**src/stcf_pkg.sv**
```systemverilog
// Package for the serial transport connection engine.
// Shared types, codes and constants; no dependencies.
package stcf_pkg;

  localparam int unsigned MAX_PAYLOAD   = 240;
  localparam int unsigned FIRST_CONN_ID = 1;
  localparam int unsigned HEADER_BYTES  = 4;
  localparam int unsigned DGRAM_HDR     = 2;
  localparam int unsigned QDEPTH        = 2;

  localparam logic [2:0] OP_PACKET = 3'd0;
  localparam logic [2:0] OP_TICK   = 3'd1;
  localparam logic [2:0] OP_CONN   = 3'd2;
  localparam logic [2:0] OP_LISTEN = 3'd3;
  localparam logic [2:0] OP_DISC   = 3'd4;
  localparam logic [2:0] OP_DATA   = 3'd5;
  localparam logic [2:0] OP_DGRAM  = 3'd6;

  localparam logic [3:0] PK_SYN    = 4'd0;
  localparam logic [3:0] PK_SYNACK = 4'd1;
  localparam logic [3:0] PK_ACK    = 4'd2;
  localparam logic [3:0] PK_FIN    = 4'd3;
  localparam logic [3:0] PK_FINACK = 4'd4;
  localparam logic [3:0] PK_DATA   = 4'd5;
  localparam logic [3:0] PK_DACK   = 4'd6;
  localparam logic [3:0] PK_DNACK  = 4'd7;
  localparam logic [3:0] PK_KA     = 4'd8;
  localparam logic [3:0] PK_KAACK  = 4'd9;
  localparam logic [3:0] PK_DGRAM  = 4'd10;

  localparam logic [2:0] RK_STATUS = 3'd0;
  localparam logic [2:0] RK_PACKET = 3'd1;
  localparam logic [2:0] RK_EVENT  = 3'd2;
  localparam logic [2:0] RK_DATA   = 3'd3;
  localparam logic [2:0] RK_DGRAM  = 3'd4;

  localparam logic [2:0] SC_OK      = 3'd0;
  localparam logic [2:0] SC_STATE   = 3'd1;
  localparam logic [2:0] SC_NOTCONN = 3'd2;
  localparam logic [2:0] SC_LEN     = 3'd3;
  localparam logic [2:0] SC_DROP    = 3'd4;

  localparam logic [1:0] EV_CONNECTED    = 2'd0;
  localparam logic [1:0] EV_DISCONNECTED = 2'd1;
  localparam logic [1:0] EV_TIMEOUT      = 2'd2;
  localparam logic [1:0] EV_RESET        = 2'd3;

  localparam logic [1:0] CFG_KA    = 2'd0;
  localparam logic [1:0] CFG_RESP  = 2'd1;
  localparam logic [1:0] CFG_RETRY = 2'd2;

  typedef enum logic [2:0] {
    ST_DISC, ST_LISTEN, ST_CONNECTING, ST_CONNECTED, ST_DISCONNECTING, ST_ERROR
  } conn_st_t;

  typedef enum logic [1:0] {CL_PACKET, CL_TICK, CL_REQ, CL_NONE} cls_t;

  typedef struct packed {
    cls_t       cls;
    logic [2:0] op;
    logic [31:0] now;
    logic [3:0] kind;
    logic [7:0] conn;
    logic [7:0] seq;
    logic [7:0] bytes;
    logic       short_pkt;
    logic       len_bad;
    logic       dgram_bad;
  } cmd_t;

  typedef struct packed {
    logic [2:0] result_kind;
    logic [2:0] status_code;
    logic [3:0] tx_kind;
    logic [7:0] tx_conn;
    logic [7:0] tx_seq;
    logic [7:0] tx_len;
    logic [1:0] event_code;
    logic       last_of_run;
  } res_t;

endpackage

```
**src/stcf_front.sv**
```systemverilog
// Front end: accepts input transfers, classifies them and checks lengths.
// Depends on stcf_pkg.
module stcf_front import stcf_pkg::*; (
  input  logic        clk,
  input  logic        rst_n,
  input  logic        in_valid,
  output logic        in_stall,
  input  logic [2:0]  in_operation,
  input  logic [31:0] in_now_ms,
  input  logic [3:0]  in_rx_kind,
  input  logic [7:0]  in_rx_conn,
  input  logic [7:0]  in_rx_seq,
  input  logic [7:0]  in_byte_count,
  output logic        q_valid,
  output cmd_t        q_cmd,
  input  logic        q_pop
);

  cmd_t                 mem_r [QDEPTH];
  logic                 wp_r, rp_r;
  logic [1:0]           cnt_r;
  logic                 push;
  cmd_t                 c;

  always_comb begin
    c.op        = in_operation;
    c.now       = in_now_ms;
    c.kind      = in_rx_kind;
    c.conn      = in_rx_conn;
    c.seq       = in_rx_seq;
    c.bytes     = in_byte_count;
    c.short_pkt = in_byte_count < 8'(HEADER_BYTES);
    c.len_bad   = (in_byte_count == 8'd0) || (in_byte_count > 8'(MAX_PAYLOAD));
    c.dgram_bad = in_byte_count > 8'(MAX_PAYLOAD);
    case (in_operation)
      OP_PACKET: c.cls = CL_PACKET;
      OP_TICK:   c.cls = CL_TICK;
      OP_CONN, OP_LISTEN, OP_DISC, OP_DATA, OP_DGRAM: c.cls = CL_REQ;
      default:   c.cls = CL_NONE;
    endcase
  end

  assign in_stall = (cnt_r == 2'(QDEPTH));
  assign push     = in_valid && !in_stall;
  assign q_valid  = (cnt_r != 2'd0);
  assign q_cmd    = mem_r[rp_r];

  always_ff @(posedge clk) begin
    if (push) mem_r[wp_r] <= c;
    if (!rst_n) begin
      wp_r  <= 1'b0;
      rp_r  <= 1'b0;
      cnt_r <= 2'd0;
    end else begin
      if (push) wp_r <= ~wp_r;
      if (q_pop) rp_r <= ~rp_r;
      cnt_r <= cnt_r + 2'(push) - 2'(q_pop);
    end
  end

`ifndef SYNTHESIS
  a_no_pop_empty: assert property (@(posedge clk) disable iff (!rst_n)
    q_pop |-> q_valid) else $error("pop from empty queue");
  a_cnt_bound: assert property (@(posedge clk) disable iff (!rst_n)
    cnt_r <= 2'(QDEPTH)) else $error("queue overflow");
  a_full_stall: assert property (@(posedge clk) disable iff (!rst_n)
    (cnt_r == 2'(QDEPTH) && !q_pop) |=> in_stall) else $error("full not stalled");
`endif

endmodule

```
**src/stcf_back.sv**
```systemverilog
// Back end: connection state machine; computes a run of up to three results
// per command and drains it one result per cycle while out_stall is low. Depends on stcf_pkg.
module stcf_back import stcf_pkg::*; (
  input  logic        clk,
  input  logic        rst_n,
  input  logic        cfg_we,
  input  logic [1:0]  cfg_idx,
  input  logic [19:0] cfg_data,
  input  logic        q_valid,
  input  cmd_t        q_cmd,
  output logic        q_pop,
  output logic        out_valid,
  input  logic        out_stall,
  output res_t        out_res
);

  logic [19:0] ka_r, resp_r;
  logic [3:0]  rlim_r;
  conn_st_t    st_r, st_nxt;
  logic [7:0]  cid_r, cid_nxt, own_r, own_nxt, peer_r, peer_nxt;
  logic [3:0]  rtr_r, rtr_nxt;
  logic        aw_r, aw_nxt;
  logic [31:0] lsend_r, lsend_nxt, lalive_r, lalive_nxt;

  res_t        run_r [4];
  res_t        run_nxt [4];
  logic [2:0]  n_r, n_nxt;
  logic [1:0]  pos_r;
  logic        busy_r;
  logic [2:0]  sc;
  logic [2:0]  n;
  logic [31:0] idle, since;
  logic [21:0] ka3;
  cmd_t        m;
  logic        adv;

  function automatic res_t mk(logic [2:0] k, logic [2:0] s, logic [3:0] t,
                              logic [7:0] cc, logic [7:0] ss, logic [7:0] l,
                              logic [1:0] e);
    res_t r;
    r.result_kind = k; r.status_code = s; r.tx_kind = t; r.tx_conn = cc;
    r.tx_seq = ss; r.tx_len = l; r.event_code = e; r.last_of_run = 1'b0;
    return r;
  endfunction

  assign m     = q_cmd;
  assign q_pop = q_valid && (!busy_r || (adv && out_res.last_of_run));
  assign idle  = m.now - lalive_r;
  assign since = m.now - lsend_r;
  assign ka3   = {2'b0, ka_r} + {1'b0, ka_r, 1'b0};

  always_comb begin
    st_nxt = st_r; cid_nxt = cid_r; own_nxt = own_r; peer_nxt = peer_r;
    rtr_nxt = rtr_r; aw_nxt = aw_r; lsend_nxt = lsend_r; lalive_nxt = lalive_r;
    sc = SC_OK; n = 3'd0;
    for (int i = 0; i < 4; i++) run_nxt[i] = mk(RK_STATUS, SC_OK, 4'd0, 8'd0, 8'd0, 8'd0, 2'd0);
    case (m.cls)
      CL_PACKET: begin
        if (m.short_pkt) sc = SC_DROP;
        else begin
          case (m.kind)
            PK_SYN: begin
              if (st_r != ST_LISTEN && st_r != ST_CONNECTED) sc = SC_DROP;
              else begin
                peer_nxt = m.seq;
                if (st_r == ST_CONNECTED) begin
                  if (m.conn == 8'd0) begin
                    st_nxt = ST_DISC;
                    run_nxt[0] = mk(RK_EVENT, SC_OK, 4'd0, 8'd0, 8'd0, 8'd0, EV_RESET);
                    n = 3'd1;
                  end
                end else if (m.conn == 8'd0) begin
                  st_nxt = ST_CONNECTING; aw_nxt = 1'b1; own_nxt = m.now[7:0];
                  cid_nxt = (cid_r == 8'hFF) ? 8'(FIRST_CONN_ID) : cid_r + 8'd1;
                  run_nxt[0] = mk(RK_PACKET, SC_OK, PK_SYNACK, cid_nxt, m.now[7:0],
                                  8'd0, 2'd0);
                  n = 3'd1; lsend_nxt = m.now;
                end
              end
            end
            PK_SYNACK: begin
              if (st_r != ST_CONNECTING) sc = SC_DROP;
              else begin
                cid_nxt = m.conn; peer_nxt = m.seq;
                run_nxt[0] = mk(RK_PACKET, SC_OK, PK_ACK, m.conn, m.seq, 8'd0, 2'd0);
                run_nxt[1] = mk(RK_EVENT, SC_OK, 4'd0, 8'd0, 8'd0, 8'd0, EV_CONNECTED);
                n = 3'd2;
                st_nxt = ST_CONNECTED; aw_nxt = 1'b0; rtr_nxt = 4'd0;
                lalive_nxt = m.now;
              end
            end
            PK_ACK: begin
              if (st_r != ST_CONNECTING && st_r != ST_DISCONNECTING) sc = SC_DROP;
              else if (m.conn == cid_r) begin
                if (st_r == ST_CONNECTING) begin
                  if (m.seq == own_r) begin
                    st_nxt = ST_CONNECTED; aw_nxt = 1'b0; rtr_nxt = 4'd0;
                    lalive_nxt = m.now;
                    run_nxt[0] = mk(RK_EVENT, SC_OK, 4'd0, 8'd0, 8'd0, 8'd0,
                                    EV_CONNECTED);
                    n = 3'd1;
                  end
                end else begin
                  st_nxt = ST_DISC; aw_nxt = 1'b0; cid_nxt = 8'd0;
                  run_nxt[0] = mk(RK_EVENT, SC_OK, 4'd0, 8'd0, 8'd0, 8'd0,
                                  EV_DISCONNECTED);
                  n = 3'd1;
                end
              end
            end
            PK_FIN: begin
              if (st_r != ST_CONNECTED) sc = SC_DROP;
              else if (m.conn == cid_r) begin
                run_nxt[0] = mk(RK_PACKET, SC_OK, PK_ACK, m.conn, own_r, 8'd0, 2'd0);
                run_nxt[1] = mk(RK_PACKET, SC_OK, PK_FIN, cid_r, own_r, 8'd0, 2'd0);
                n = 3'd2; lsend_nxt = m.now;
                st_nxt = ST_DISCONNECTING; aw_nxt = 1'b1;
              end
            end
            PK_FINACK: begin
              if (st_r != ST_DISCONNECTING) sc = SC_DROP;
              else if (m.conn == cid_r) begin
                st_nxt = ST_DISC; aw_nxt = 1'b0;
                run_nxt[0] = mk(RK_EVENT, SC_OK, 4'd0, 8'd0, 8'd0, 8'd0,
                                EV_DISCONNECTED);
                n = 3'd1;
              end
            end
            PK_DATA: begin
              if (st_r != ST_CONNECTED || m.conn != cid_r) sc = SC_DROP;
              else if (m.seq != peer_r) begin
                run_nxt[0] = mk(RK_PACKET, SC_OK, PK_DNACK, cid_r, m.seq, 8'd0, 2'd0);
                n = 3'd1; sc = SC_DROP;
              end else begin
                run_nxt[0] = mk(RK_DATA, SC_OK, 4'd0, 8'd0, 8'd0,
                                m.bytes - 8'(HEADER_BYTES), 2'd0);
                run_nxt[1] = mk(RK_PACKET, SC_OK, PK_DACK, cid_r, m.seq, 8'd0, 2'd0);
                n = 3'd2; peer_nxt = peer_r + 8'd1;
              end
            end
            PK_DACK, PK_DNACK: if (st_r != ST_CONNECTED) sc = SC_DROP;
            PK_KA: begin
              if (st_r != ST_CONNECTED || m.conn != cid_r) sc = SC_DROP;
              else begin
                run_nxt[0] = mk(RK_PACKET, SC_OK, PK_KAACK, cid_r, 8'd0, 8'd0, 2'd0);
                n = 3'd1;
              end
            end
            PK_KAACK: begin
              if (st_r != ST_CONNECTED || m.conn != cid_r) sc = SC_DROP;
              else lalive_nxt = m.now;
            end
            PK_DGRAM: begin
              if (st_r == ST_ERROR) sc = SC_DROP;
              else begin
                run_nxt[0] = mk(RK_DGRAM, SC_OK, 4'd0, 8'd0, 8'd0,
                                m.bytes - 8'(DGRAM_HDR), 2'd0);
                n = 3'd1;
              end
            end
            default: sc = SC_DROP;
          endcase
        end
      end
      CL_TICK: begin
        if (st_r == ST_CONNECTED) begin
          if (idle > {10'd0, ka3}) begin
            st_nxt = ST_DISCONNECTING;
            run_nxt[0] = mk(RK_EVENT, SC_OK, 4'd0, 8'd0, 8'd0, 8'd0, EV_TIMEOUT);
            n = 3'd1;
          end else if (idle > {12'd0, ka_r}) begin
            run_nxt[0] = mk(RK_PACKET, SC_OK, PK_KA, cid_r, 8'd0, 8'd0, 2'd0);
            n = 3'd1;
          end
        end else if (st_r == ST_CONNECTING) begin
          if (aw_r && since > {12'd0, resp_r}) begin
            if (rtr_r < rlim_r) begin
              rtr_nxt = rtr_r + 4'd1;
              run_nxt[0] = mk(RK_PACKET, SC_OK, PK_SYN, 8'd0, own_r, 8'd0, 2'd0);
              n = 3'd1; lsend_nxt = m.now;
            end else begin
              st_nxt = ST_ERROR;
              run_nxt[0] = mk(RK_EVENT, SC_OK, 4'd0, 8'd0, 8'd0, 8'd0, EV_TIMEOUT);
              n = 3'd1;
            end
          end
        end else if (st_r == ST_DISCONNECTING) begin
          if (aw_r && since > {12'd0, resp_r}) begin
            st_nxt = ST_DISC; aw_nxt = 1'b0; cid_nxt = 8'd0;
            run_nxt[0] = mk(RK_EVENT, SC_OK, 4'd0, 8'd0, 8'd0, 8'd0, EV_DISCONNECTED);
            n = 3'd1;
          end
        end
      end
      CL_REQ: begin
        case (m.op)
          OP_CONN: begin
            if (st_r == ST_CONNECTED) sc = SC_OK;
            else if (st_r != ST_DISC) sc = SC_STATE;
            else begin
              st_nxt = ST_CONNECTING; rtr_nxt = 4'd0; aw_nxt = 1'b1;
              own_nxt = m.now[7:0]; peer_nxt = 8'd0;
              run_nxt[0] = mk(RK_PACKET, SC_OK, PK_SYN, 8'd0, m.now[7:0], 8'd0, 2'd0);
              n = 3'd1; lsend_nxt = m.now;
            end
          end
          OP_LISTEN: begin
            if (st_r == ST_LISTEN || st_r == ST_CONNECTED) sc = SC_OK;
            else if (st_r != ST_DISC) sc = SC_STATE;
            else begin
              st_nxt = ST_LISTEN; own_nxt = 8'd0; peer_nxt = 8'd0;
            end
          end
          OP_DISC: begin
            if (st_r != ST_CONNECTED) sc = SC_NOTCONN;
            else begin
              st_nxt = ST_DISCONNECTING; aw_nxt = 1'b1;
              run_nxt[0] = mk(RK_PACKET, SC_OK, PK_FIN, cid_r, own_r, 8'd0, 2'd0);
              n = 3'd1; lsend_nxt = m.now;
            end
          end
          OP_DATA: begin
            if (m.len_bad) sc = SC_LEN;
            else if (st_r != ST_CONNECTED) sc = SC_STATE;
            else begin
              run_nxt[0] = mk(RK_PACKET, SC_OK, PK_DATA, cid_r, own_r, m.bytes, 2'd0);
              n = 3'd1; aw_nxt = 1'b1; lsend_nxt = m.now; own_nxt = own_r + 8'd1;
            end
          end
          OP_DGRAM: begin
            if (m.dgram_bad) sc = SC_LEN;
            else begin
              run_nxt[0] = mk(RK_PACKET, SC_OK, PK_DGRAM, 8'd0, 8'd0, m.bytes, 2'd0);
              n = 3'd1;
            end
          end
          default: sc = SC_OK;
        endcase
      end
      default: sc = SC_OK;
    endcase
    run_nxt[n[1:0]] = mk(RK_STATUS, sc, 4'd0, 8'd0, 8'd0, 8'd0, 2'd0);
    run_nxt[n[1:0]].last_of_run = 1'b1;
    n_nxt = n;
  end

  assign out_valid = busy_r;
  assign out_res   = run_r[pos_r];
  assign adv       = busy_r && !out_stall;

  always_ff @(posedge clk) begin
    if (q_pop) begin
      for (int i = 0; i < 4; i++) run_r[i] <= run_nxt[i];
      n_r <= n_nxt;
    end
    if (!rst_n) begin
      ka_r <= 20'd1000; resp_r <= 20'd3000; rlim_r <= 4'd3;
      st_r <= ST_DISC; cid_r <= 8'd0; own_r <= 8'd0; peer_r <= 8'd0;
      rtr_r <= 4'd0; aw_r <= 1'b0; lsend_r <= 32'd0; lalive_r <= 32'd0;
      busy_r <= 1'b0; pos_r <= 2'd0;
    end else begin
      if (cfg_we) begin
        case (cfg_idx)
          CFG_KA:    ka_r <= cfg_data;
          CFG_RESP:  resp_r <= cfg_data;
          CFG_RETRY: rlim_r <= cfg_data[3:0];
          default:   ;
        endcase
      end
      if (q_pop) begin
        st_r <= st_nxt; cid_r <= cid_nxt; own_r <= own_nxt; peer_r <= peer_nxt;
        rtr_r <= rtr_nxt; aw_r <= aw_nxt; lsend_r <= lsend_nxt;
        lalive_r <= lalive_nxt;
        busy_r <= 1'b1; pos_r <= 2'd0;
      end else if (adv) begin
        if (out_res.last_of_run) busy_r <= 1'b0;
        else pos_r <= pos_r + 2'd1;
      end
    end
  end

`ifndef SYNTHESIS
  a_pos_bound: assert property (@(posedge clk) disable iff (!rst_n)
    busy_r |-> ({1'b0, pos_r} <= n_r)) else $error("run position past end");
  a_last_end: assert property (@(posedge clk) disable iff (!rst_n)
    (busy_r && {1'b0, pos_r} == n_r) |-> out_res.last_of_run)
    else $error("run end without last flag");
  a_err_sticky: assert property (@(posedge clk) disable iff (!rst_n)
    st_r == ST_ERROR |=> st_r == ST_ERROR) else $error("left error state");
`endif

endmodule

```
**src/serial_transport_connection_fsm_unit.sv**
```systemverilog
// Top level of the serial transport connection engine.
// Depends on stcf_pkg, stcf_front and stcf_back.
// Each input transfer is one event and yields a run of one to three result
// transfers, the last flagged by last_of_run. A two-entry queue decouples
// input from the state machine; an idle back end takes a queued event,
// then emits its run one result per cycle while out_stall is low, and
// takes the next queued event in the cycle the last result transfers, so
// under load the runs follow one another with no gap.
module serial_transport_connection_fsm_unit import stcf_pkg::*; (
  input  logic        clk,
  input  logic        rst_n,
  input  logic        cfg_we,
  input  logic [1:0]  cfg_index,
  input  logic [19:0] cfg_data,
  input  logic        in_valid,
  output logic        in_stall,
  input  logic [2:0]  in_operation,
  input  logic [31:0] in_now_ms,
  input  logic [3:0]  in_rx_kind,
  input  logic [7:0]  in_rx_conn,
  input  logic [7:0]  in_rx_seq,
  input  logic [7:0]  in_byte_count,
  output logic        out_valid,
  input  logic        out_stall,
  output logic [2:0]  out_result_kind,
  output logic [2:0]  out_status_code,
  output logic [3:0]  out_tx_kind,
  output logic [7:0]  out_tx_conn,
  output logic [7:0]  out_tx_seq,
  output logic [7:0]  out_tx_len,
  output logic [1:0]  out_event_code,
  output logic        out_last_of_run
);

  logic q_valid, q_pop;
  cmd_t q_cmd;
  res_t res;

  stcf_front u_front (
    .clk, .rst_n, .in_valid, .in_stall, .in_operation, .in_now_ms,
    .in_rx_kind, .in_rx_conn, .in_rx_seq, .in_byte_count,
    .q_valid, .q_cmd, .q_pop
  );

  stcf_back u_back (
    .clk, .rst_n, .cfg_we, .cfg_idx(cfg_index), .cfg_data,
    .q_valid, .q_cmd, .q_pop, .out_valid, .out_stall, .out_res(res)
  );

  assign out_result_kind = res.result_kind;
  assign out_status_code = res.status_code;
  assign out_tx_kind     = res.tx_kind;
  assign out_tx_conn     = res.tx_conn;
  assign out_tx_seq      = res.tx_seq;
  assign out_tx_len      = res.tx_len;
  assign out_event_code  = res.event_code;
  assign out_last_of_run = res.last_of_run;

endmodule
```
**config.mk**
```make
export PLATFORM = sky130hd
export DESIGN_NAME = serial_transport_connection_fsm_unit
export DESIGN_NICKNAME = d
export VERILOG_FILES = /design/src/stcf_pkg.sv /design/src/stcf_front.sv /design/src/stcf_back.sv /design/src/serial_transport_connection_fsm_unit.sv
export SDC_FILE = /design/constraint.sdc
export NUM_CORES = 1
export LEC_CHECK = 0
export BUFFER_PORTS_ARGS = -buffer_cell sky130_fd_sc_hd__buf_2
export CORE_MARGIN = 3
export CORE_UTILIZATION = 35
export CTS_BUF_LIST = sky130_fd_sc_hd__clkbuf_8 sky130_fd_sc_hd__clkbuf_16
export DETAILED_ROUTE_END_ITERATION = 10
export PLACE_DENSITY = 0.56
export RECOVER_POWER = 25
export SKIP_LAST_GASP = 1
export SYNTH_ARGS = -nofsm -noshare
export SYNTH_HDL_FRONTEND = slang
export SYNTH_HIERARCHICAL = 1
export SYNTH_SLANG_ARGS = --single-unit
export TNS_END_PERCENT = 50
```
**constraint.sdc**
```tcl
create_clock -name clk -period 10 [get_ports clk]
set_clock_uncertainty 0.15 [all_clocks]
set_input_delay 2.5 -clock clk [delete_from_list [all_inputs] [get_ports clk]]
set_output_delay 2.5 -clock clk [all_outputs]
set_load 0.01 [all_outputs]
```
==> results.json, run 1 <==
{
  "synth_top_area_share": 0.267,
  "root_buffer": "clkbuf_16",
  "synthToLayoutAreaGrowth_pct": 11.7,
  "grt_overflow": 0,
  "port_buffers": 128,
  "ctsLongestPathBuffers": 3,
  "drtIter0Drc": 1477,
  "yosys-top-cells-area": "edfxtp_1, dfxtp_1, ha_1",
  "dpl.hpwl_um": 51000,
  "cts.sink_count": 355,
  "detail_route.first_pass.iterations": 6,
  "start_util": 0.356,
  "fmaxAchievable_mhz": 136,
  "rows": 93,
  "ys_seq_elements": 355,
  "die-area_sq_um": 69000,
  "min_from": "u_back/lsend_r[24]",
  "fin_nets": 2812,
  "violations": "capacitance limit, slew limit",
  "hold_viol_final": 0,
  "dr_total_vias": 18937,
  "fin_ws_ns": 2.65,
  "synth_top_area_cell": "edfxtp_1",
  "pin_count": 129,
  "critPathKind": "reg -> reg",
  "dpl-instance-area_sq_um": 24500,
  "cap_violations": 1,
  "synth_edf_count": 205,
  "reg2reg_slack_ns": 2.65,
  "drive_gt1_frac": 0.108,
  "final_area_sq_um": 25800,
  "cts_resized": 0,
  "insertion_delay_ns": 0.57,
  "ys_seq_area_frac": 0.397,
  "cp-end-kind": "flip-flop",
  "rsz0062_at_grt": "no",
  "netlist_area_sq_um": 23100,
  "grt_util_all_layers": 0.191,
  "wl_per_cell_um": 19.7,
  "postRouteAntennaNets": 0,
  "cts_tree": "built",
  "avgViaCountPerCell": 5.49,
  "run_status": "finished, violations left",
  "grt_max_degree": 103,
  "cts_setup_buffers": 0,
  "ir_drop_v": 0.000118,
  "hold_path.class": "reg -> reg",
  "period_needed_ns": 7.35,
  "crit_required_ns": 10.10,
  "antenna_found_initial": 0,
  "async_reset_ff_frac": 0,
  "slew_viol_final": 88,
  "synth_common_cells": "nand2_1, edfxtp_1, nor2_1, ha_1, inv_1",
  "yosysUniqueCellTypes": 93,
  "crit_fanout": 22,
  "cellPowerDensity_nw_per_um2": 260,
  "yosysWarnings": 6,
  "dp_slack_ns": 2.72,
  "fin_crit_sh": 0.735,
  "synth_flop_cell": "edfxtp_1",
  "timing.setup.tns_ns": 0,
  "slew_headroom": -1.44,
  "critPathArrivalTime_ns": 7.45,
  "cts.htree.levels": 2,
  "max_slew.worst_pin.slew_ns": 3.66,
  "setup_violations": 0,
  "cts-buffers-inserted": 41,
  "place_congestion": 0.942,
  "worst_hold_slack_ns": 0.304,
  "finalWirelength_um": 68100,
  "core_area_sq_um": 64800,
  "yosysMostFrequentCell": "nand2_1",
  "final_util": 0.398,
  "fp.dieH_um": 263,
  "die_w_um": 263,
  "hold_buffers": 0,
  "netlist_instances": 2478,
  "leakage_nw": 9.57,
  "grt_pass1_vias": 18337,
  "worstSetupStartpointType": "flip-flop",
  "cts.clk_slew.worst_paths_ns": 0.06,
  "grt_pass1_wl_um": 106000,
  "drc": 0,
  "avgSynthCellArea_sq_um": 9.31
}
-- cell families after synthesis --
logic type      Yosys count  synth area share
fa+ha+maj               163            0.0894
buf+inv                 269            0.0467
compound gates          599             0.177
mux                     165            0.0807
simple gates            829             0.173
flops                   355             0.397
other cells               1          0.000163
xor+xnor                 97            0.0368
-- critical path, cell delays in order (launching register included) --
cell	delay (ns)
dfxtp_4	0.65
mux2_4	0.39
inv_1	0.11
ha_1	0.17
inv_1	0.06
fa_1	0.40
a21o_1	0.24
a221oi_1	0.41
o21ai_1	0.20
and2_1	0.22
a41oi_1	0.24
xnor2_1	0.13
ha_1	0.30
nand4_1	0.14
nor4_1	0.45
a21boi_0	0.21
and4b_1	0.21
o211a_1	0.23
o221ai_1	0.25
nor3b_1	0.11
and3_1	0.24
a221o_1	0.41
o21bai_2	0.81
a2111oi_0	0.26
-- final timing paths --
check,end,cells after the start
hold reg to reg,u_back/lsend_r[24],2
setup / recovery,u_back/run_r[1][19],23
setup reg to reg,u_back/run_r[1][19],23
hold / removal,u_back/lsend_r[24],2
-- state kept, by name (all words and copies together), names as in the netlist, named ones only --
name	count
u_back/resp_r	20
u_back/aw_r	1
u_front/wp_r	1
u_front/mem_r	136
u_back/rlim_r	4
u_back/lalive_r	32
u_back/peer_r	8
u_front/cnt_r	2
u_back/out_valid	1
u_front/rp_r	1
u_back/lsend_r	32
u_back/pos_r	2
u_back/own_r	8
u_back/st_r	3
u_back/rtr_r	4
u_back/cid_r	8
u_back/run_r	69
u_back/ka_r	20
-- routing by layer --
layer / global-route usage / vias up / part of all wire
li1: - / 9191 / -
met1: 0.271 / 9137 / 0.48
met2: 0.305 / 512 / 0.45
met3: 0.0285 / 97 / 0.052
met4: 0.0481 / 0 / 0.020
met5: 0 / - / 0
-- layout make-up --
type                       count  area [sq um]
tap                          855          1070
clock buffer                  46          1130
timing repair buffer         149           739
antenna                        1          2.50
multi-input combinational   1855         12900
sequential                   355          9160
clock inverter                30           233
fill                        6397         39000
inverter                     157           589
-- layout by cell type, fill, tap and decap left out, types with 39 or more instances in the layout --
master / synthesis / final
nand2_1: 284 / 284
edfxtp_1: 205 / 205
nor2_1: 175 / 175
inv_1: 157 / 162
ha_1: 160 / 160
a21oi_1: 152 / 152
dfxtp_1: 150 / 149
o21ai_0: 102 / 102
mux2i_1: 93 / 93
buf_2: 9 / 81
xnor2_1: 65 / 65
nor2b_1: 64 / 64
nand3_1: 59 / 59
nor3_1: 58 / 58
mux2_2: 48 / 48
clkbuf_1: 89 / 47
a21boi_0: 45 / 45
clkbuf_16: 0 / 44
a21o_1: 39 / 39
-- through the flow --
step / total power [mW] / instances
floorplan: 4.30 / 2479
global placement: 5.15 / 3371
detailed placement: 5.20 / 3371
CTS: 6.75 / 3447
global route: 7.17 / 3447
finish: 6.70 / 3448
-- report_power, final --
group	switching, mW	internal [mW]
logic	1.97	1.21
registers	0.144	1.87
clock network	0.621	0.890
total	2.74	3.96
Power figures use the tool's default switching activity.
==> inputs of run 2 (changes only) <==
==> constraint.sdc (replaced) <==
create_clock -name clk -period 7.15 [get_ports clk]
set_clock_uncertainty 0.15 [all_clocks]
set_input_delay 1.7875 -clock clk [delete_from_list [all_inputs] [get_ports clk]]
set_output_delay 1.7875 -clock clk [all_outputs]
set_load 0.01 [all_outputs]
==> results.json, run 2 (synthesized netlist as in run 1, its figures left out) <==
{
  "cap_violations": 3,
  "crit_top_cell": "nor3_1",
  "core_area_sq_um": 64800,
  "avgViaCountPerCell": 5.47,
  "postRouteAntennaNets": 0,
  "cp-end-kind": "flip-flop",
  "ctsLongestPathBuffers": 3,
  "grt_util_all_layers": 0.193,
  "final_util": 0.399,
  "layout_common_cells": "nand2_1, edfxtp_1, nor2_1, inv_1, ha_1",
  "hold_buffers": 0,
  "crit_required_ns": 7.30,
  "grt_pass1_vias": 18417,
  "period_needed_ns": 6.79,
  "grt_pass1_wl_um": 107000,
  "insertion_delay_ns": 0.58,
  "slowest_delay_ns": 0.52,
  "worst_hold_slack_ns": 0.308,
  "critPathArrivalTime_ns": 6.93,
  "worstSetupStartpointType": "flip-flop",
  "crit_chain": "buf_4 -> mux2_4 -> fa_1 -> a211oi_1 -> o211ai_1 -> nor2b_1 -> a31oi_1 -> nor2b_1 -> or3_1 -> xor2_1 -> ha_1 -> nand4_1 -> nor3_1 -> nand3_1 -> o21a_1 -> nor4_1 -> nand2_1 -> nor3_1 -> nand4_1 -> nor3_1 -> a221o_1 -> buf_12 -> nor2_1",
  "final_common_cell": "nand2_1",
  "setup_violations": 0,
  "cts.sink_count": 355,
  "rsz0062_at_grt": "no",
  "critPathKind": "reg -> reg",
  "ir_drop_v": 0.000172,
  "crit_family": "simple AND/OR/NAND/NOR gates",
  "crit_path_top_delay_cell": "nor3_1",
  "largest_reg_flops": 136,
  "slew_headroom": -0.912,
  "dpl.hpwl_um": 51900,
  "finalWirelength_um": 68900,
  "cellPowerDensity_nw_per_um2": 364,
  "port_buffers": 128,
  "start_util": 0.356,
  "fin_nets": 2820,
  "fmaxAchievable_mhz": 147,
  "cts_tree": "built",
  "grt_overflow": 0,
  "hold_viol_final": 0,
  "cts.clk_slew.worst_paths_ns": 0.06,
  "antenna_found_initial": 1,
  "timing.setup.tns_ns": 0,
  "path_buf_inv": 2,
  "final_area_sq_um": 25800,
  "detail_route.first_pass.iterations": 6,
  "place_congestion": 0.910,
  "cts.htree.levels": 2,
  "hold_path.class": "reg -> reg",
  "root_buffer": "clkbuf_16",
  "drc": 0,
  "cts_setup_buffers": 0,
  "run_status": "finished, violations left",
  "fin_crit_sh": 0.949,
  "slew_viol_final": 140,
  "reg_top3": "u_front/mem_r (136), u_back/run_r (69)",
  "die-area_sq_um": 69000,
  "fp.dieH_um": 263,
  "pin_count": 129,
  "violations": "capacitance limit, slew limit",
  "dr_total_vias": 18885,
  "die_w_um": 263,
  "wl_per_cell_um": 19.9,
  "leakage_nw": 9.63,
  "fill_cells": 6409,
  "drive_gt1_frac": 0.110,
  "cts-buffers-inserted": 40,
  "grt_max_degree": 79,
  "cts_resized": 0,
  "rows": 93,
  "synthToLayoutAreaGrowth_pct": 12.1,
  "drtIter0Drc": 1468,
  "max_slew.worst_pin.slew_ns": 2.87,
  "largest-register": "u_front/mem_r",
  "dpl-instance-area_sq_um": 24600,
  "crit_fanout": 37
}
## run 2: cell types whose count changed in the layout (fill, tap and decap cells not counted), moves of 2 or more
cell and delta:
clkinv_1 -5, clkbuf_1 +2, clkinv_2 -4, buf_4 +7, clkbuf_16 -4, inv_1 +5
clkinvlp_4 -2, clkbuf_8 +6
## run 2: layout make-up
class / count / area (sq um) / area share
clock buffers: 48 / 1110 / 0.0430
repair buffers: 158 / 815 / 0.0315
multi-input cells: 1855 / 12900 / 0.498
flip-flops and latches: 355 / 9160 / 0.354
well taps: 855 / 1070 / 0.0414
clock inverters: 26 / 229 / 0.00886
diodes: 1 / 2.50 / 0.0000968
inverters: 157 / 589 / 0.0228
## run 2: through the flow
step | total power, mW | cells | setup slack [ns]
final | 9.40 | 3455 | 0.363
after floorplan | 6.01 | 2479 | 1.03
after global placement | 7.23 | 3380 | 0.604
after detailed placement | 7.31 | 3380 | 0.380
after CTS | 9.45 | 3454 | 0.388
after global routing | 10.1 | 3454 | 0.0317
## run 2: final timing paths
| path | start | to | slack, ns | cells past startpoint |
|---|---|---|---|---|
| worst min register to register | u_back/lsend_r[20] | u_back/lsend_r[20] | 0.31 | 2 |
| worst max-delay path | flip-flop | u_back/run_r[0][24] | 0.36 | 23 |
| worst max register to register | flip-flop | u_back/run_r[0][24] | 0.36 | 23 |
| worst min-delay path | u_back/lsend_r[20] | u_back/lsend_r[20] | 0.31 | 2 |
## run 2: report_power, final
group	total [mW]	leakage, nW	internal, mW	switching [mW]
clock	2.09	0.705	1.22	0.871
sequential	2.80	3.17	2.61	0.185
combinational	4.51	5.76	1.71	2.80
## run 2: routing by layer
metal  routed length, um  global-route usage
met2               30800               0.306
met4                1540              0.0527
met3                3400              0.0253
met1               33100               0.276
met5                   0                   0
## run 2: tightest hold or removal path, stage by stage, from the launching register on
cell     delay (ns)
dfxtp_1        0.31
nand2_1        0.05
mux2i_1        0.05
==> inputs of run 3 (changes only) <==
==> constraint.sdc (replaced) <==
create_clock -name clk -period 6.6 [get_ports clk]
set_clock_uncertainty 0.15 [all_clocks]
set_input_delay 1.65 -clock clk [delete_from_list [all_inputs] [get_ports clk]]
set_output_delay 1.65 -clock clk [all_outputs]
set_load 0.01 [all_outputs]
==> results.json, run 3 (synthesized netlist as in run 1, its figures left out) <==
{
  "pin_count": 129,
  "dp.cells": 3392,
  "timing.setup.tns_ns": 0,
  "cts_tree": "built",
  "root_buffer": "clkbuf_16",
  "postRouteAntennaNets": 0,
  "detail_route.first_pass.iterations": 5,
  "largest_reg_flops": 136,
  "finalWirelength_um": 69100,
  "grt_util_all_layers": 0.192,
  "sequentialPowerShare": 0.294,
  "largest-register": "u_front/mem_r",
  "p_int_mw": 6.07,
  "power.share.switching": 0.411,
  "final_util": 0.403,
  "fin_crit_sh": 0.953,
  "ctsLongestPathBuffers": 3,
  "wl_per_cell_um": 19.9,
  "cp-end-kind": "flip-flop",
  "max_slew.worst_pin.slew_ns": 3.64,
  "place_congestion": 0.943,
  "core_area_sq_um": 64800,
  "cts.sink_count": 355,
  "final_common_cell": "nand2_1",
  "hold_viol_final": 0,
  "ff2ff_path_depth": 25,
  "ir_drop_v": 0.000158,
  "hold_buffers": 0,
  "cellPowerDensity_nw_per_um2": 395,
  "dpl.hpwl_um": 51400,
  "dpl-instance-area_sq_um": 24700,
  "dr_wl_met3_um": 3760,
  "critPathArrivalTime_ns": 6.52,
  "routed.top_layer": "met4",
  "hold_path.class": "reg -> reg",
  "grt_pass1_vias": 18628,
  "min_from": "u_back/lsend_r[17]",
  "p_sw_mw": 4.24,
  "grt_overflow": 0,
  "cap_violations": 2,
  "fin_nets": 2841,
  "antenna_found_initial": 0,
  "met1_length_um": 32500,
  "fmaxAchievable_mhz": 159,
  "cts.clk_slew.worst_paths_ns": 0.06,
  "crit_end": "u_back/run_r[0][10]",
  "insertion_delay_ns": 0.58,
  "start_util": 0.356,
  "period_needed_ns": 6.29,
  "drive_gt1_frac": 0.124,
  "setup_violations": 0,
  "avgViaCountPerCell": 5.47,
  "drc": 0,
  "slew_headroom": -1.43,
  "grt_pass1_wl_um": 107000,
  "pwr-share-clk": 0.220,
  "drtIter0Drc": 1375,
  "synthToLayoutAreaGrowth_pct": 13.2,
  "violations": "capacitance limit, slew limit",
  "fp.dieH_um": 263,
  "run_status": "finished, violations left",
  "reg_top3": "u_front/mem_r (136), u_back/run_r (69)",
  "worst_hold_slack_ns": 0.306,
  "critPathKind": "reg -> reg",
  "crit_required_ns": 6.83,
  "cts.htree.levels": 2,
  "p_comb_frac": 0.486,
  "die_w_um": 263,
  "dr_total_vias": 19027,
  "layout_common_cells": "nand2_1, edfxtp_1, nor2_1, inv_1, ha_1",
  "grt_max_degree": 85,
  "leakage_nw": 9.73,
  "final_area_sq_um": 26100,
  "reg2reg_slack_ns": 0.31,
  "cts-buffers-inserted": 41,
  "crit_fanout": 37,
  "slew_viol_final": 111,
  "instances_no_fill": 3476,
  "die-area_sq_um": 69000,
  "r2r_end": "u_back/run_r[0][10]",
  "worstSetupStartpointType": "flip-flop",
  "met2WireLength_um": 31000,
  "rows": 93,
  "port_buffers": 128
}
[run 3: cell types whose count changed in the layout (fill, tap and decap cells not counted), moves of 3 or more]
cell and change:
clkinv_1 +6, a2111oi_1 -5, clkbuf_16 +3, buf_4 +18, clkbuf_8 -6, a2111oi_2 +6
[run 3: area by class of cell]
cell class	count	area, sq um
timing repair buffer	177	976
inverter	157	589
multi-input combinational	1856	13000
tap	855	1070
sequential	355	9160
clock inverter	30	224
fill	6404	38700
antenna	1	2.50
clock buffer	45	1100
[run 3: worst min-delay path by stage]
stage                     slack [ns]            endpoint  depth (start not counted)
after floorplan                 0.28  u_back/lsend_r[10]                          2
after global placement          0.29  u_back/lsend_r[24]                          2
after detailed placement        0.30  u_back/lsend_r[24]                          2
after CTS                       0.31   u_back/lsend_r[1]                          2
after global routing            0.33  u_back/lsend_r[17]                          2
final                           0.31  u_back/lsend_r[17]                          2
[run 3: metrics by stage]
| stage | setup slack [ns] | total power, mW |
|---|---|---|
| finish | 0.311 | 10.3 |
| global route | -0.0820 | 11.0 |
| CTS | -0.0216 | 10.3 |
| detailed placement | -0.302 | 7.96 |
| global placement | -0.180 | 7.86 |
| floorplan | 0.476 | 6.51 |
[run 3: critical path, stage by stage, from the launching register on]
cell and delay (ns):
dfxtp_4 0.40, mux2_4 0.32, inv_1 0.11, ha_1 0.18, inv_1 0.06, fa_1 0.40
a21o_1 0.24, a221oi_2 0.29, o21ai_1 0.14, and2_1 0.22, o21a_1 0.19, nor2_2 0.09
xnor2_1 0.11, ha_1 0.33, nand3_2 0.10, nor4_4 0.29, a21boi_1 0.17, and4b_1 0.20
o211a_1 0.26, o221ai_2 0.19, nor3b_1 0.09, and3_2 0.25, a221o_2 0.39, a221o_1 0.40
buf_12 0.19, a2111oi_2 0.30
[run 3: power by group through the flow]
stage / clock network [mW] / registers, mW / logic, mW
CTS: 2.34 / 3.03 / 4.92
floorplan: 0 / 2.99 / 3.52
global route: 2.42 / 3.07 / 5.52
detailed placement: 0 / 3.07 / 4.88
global placement: 0 / 3.06 / 4.80
finish: 2.27 / 3.03 / 5.01
[run 3: repair_timing]
| action | 4_1_cts | 5_1_grt |
|---|---|---|
| setup buffers | 1 | 6 |
| gates cloned | 0 | 1 |
| endpoints found under the setup margin | 57 | 108 |
| resized for setup | 3 | 26 |
| pin swaps | 2 | 9 |
[run 3: layer usage]
layer | global-route usage | vias up
met3 | 0.0298 | 108
met5 | 0 | -
met1 | 0.269 | 9148
met4 | 0.0512 | 0
met2 | 0.307 | 540
li1 | - | 9231
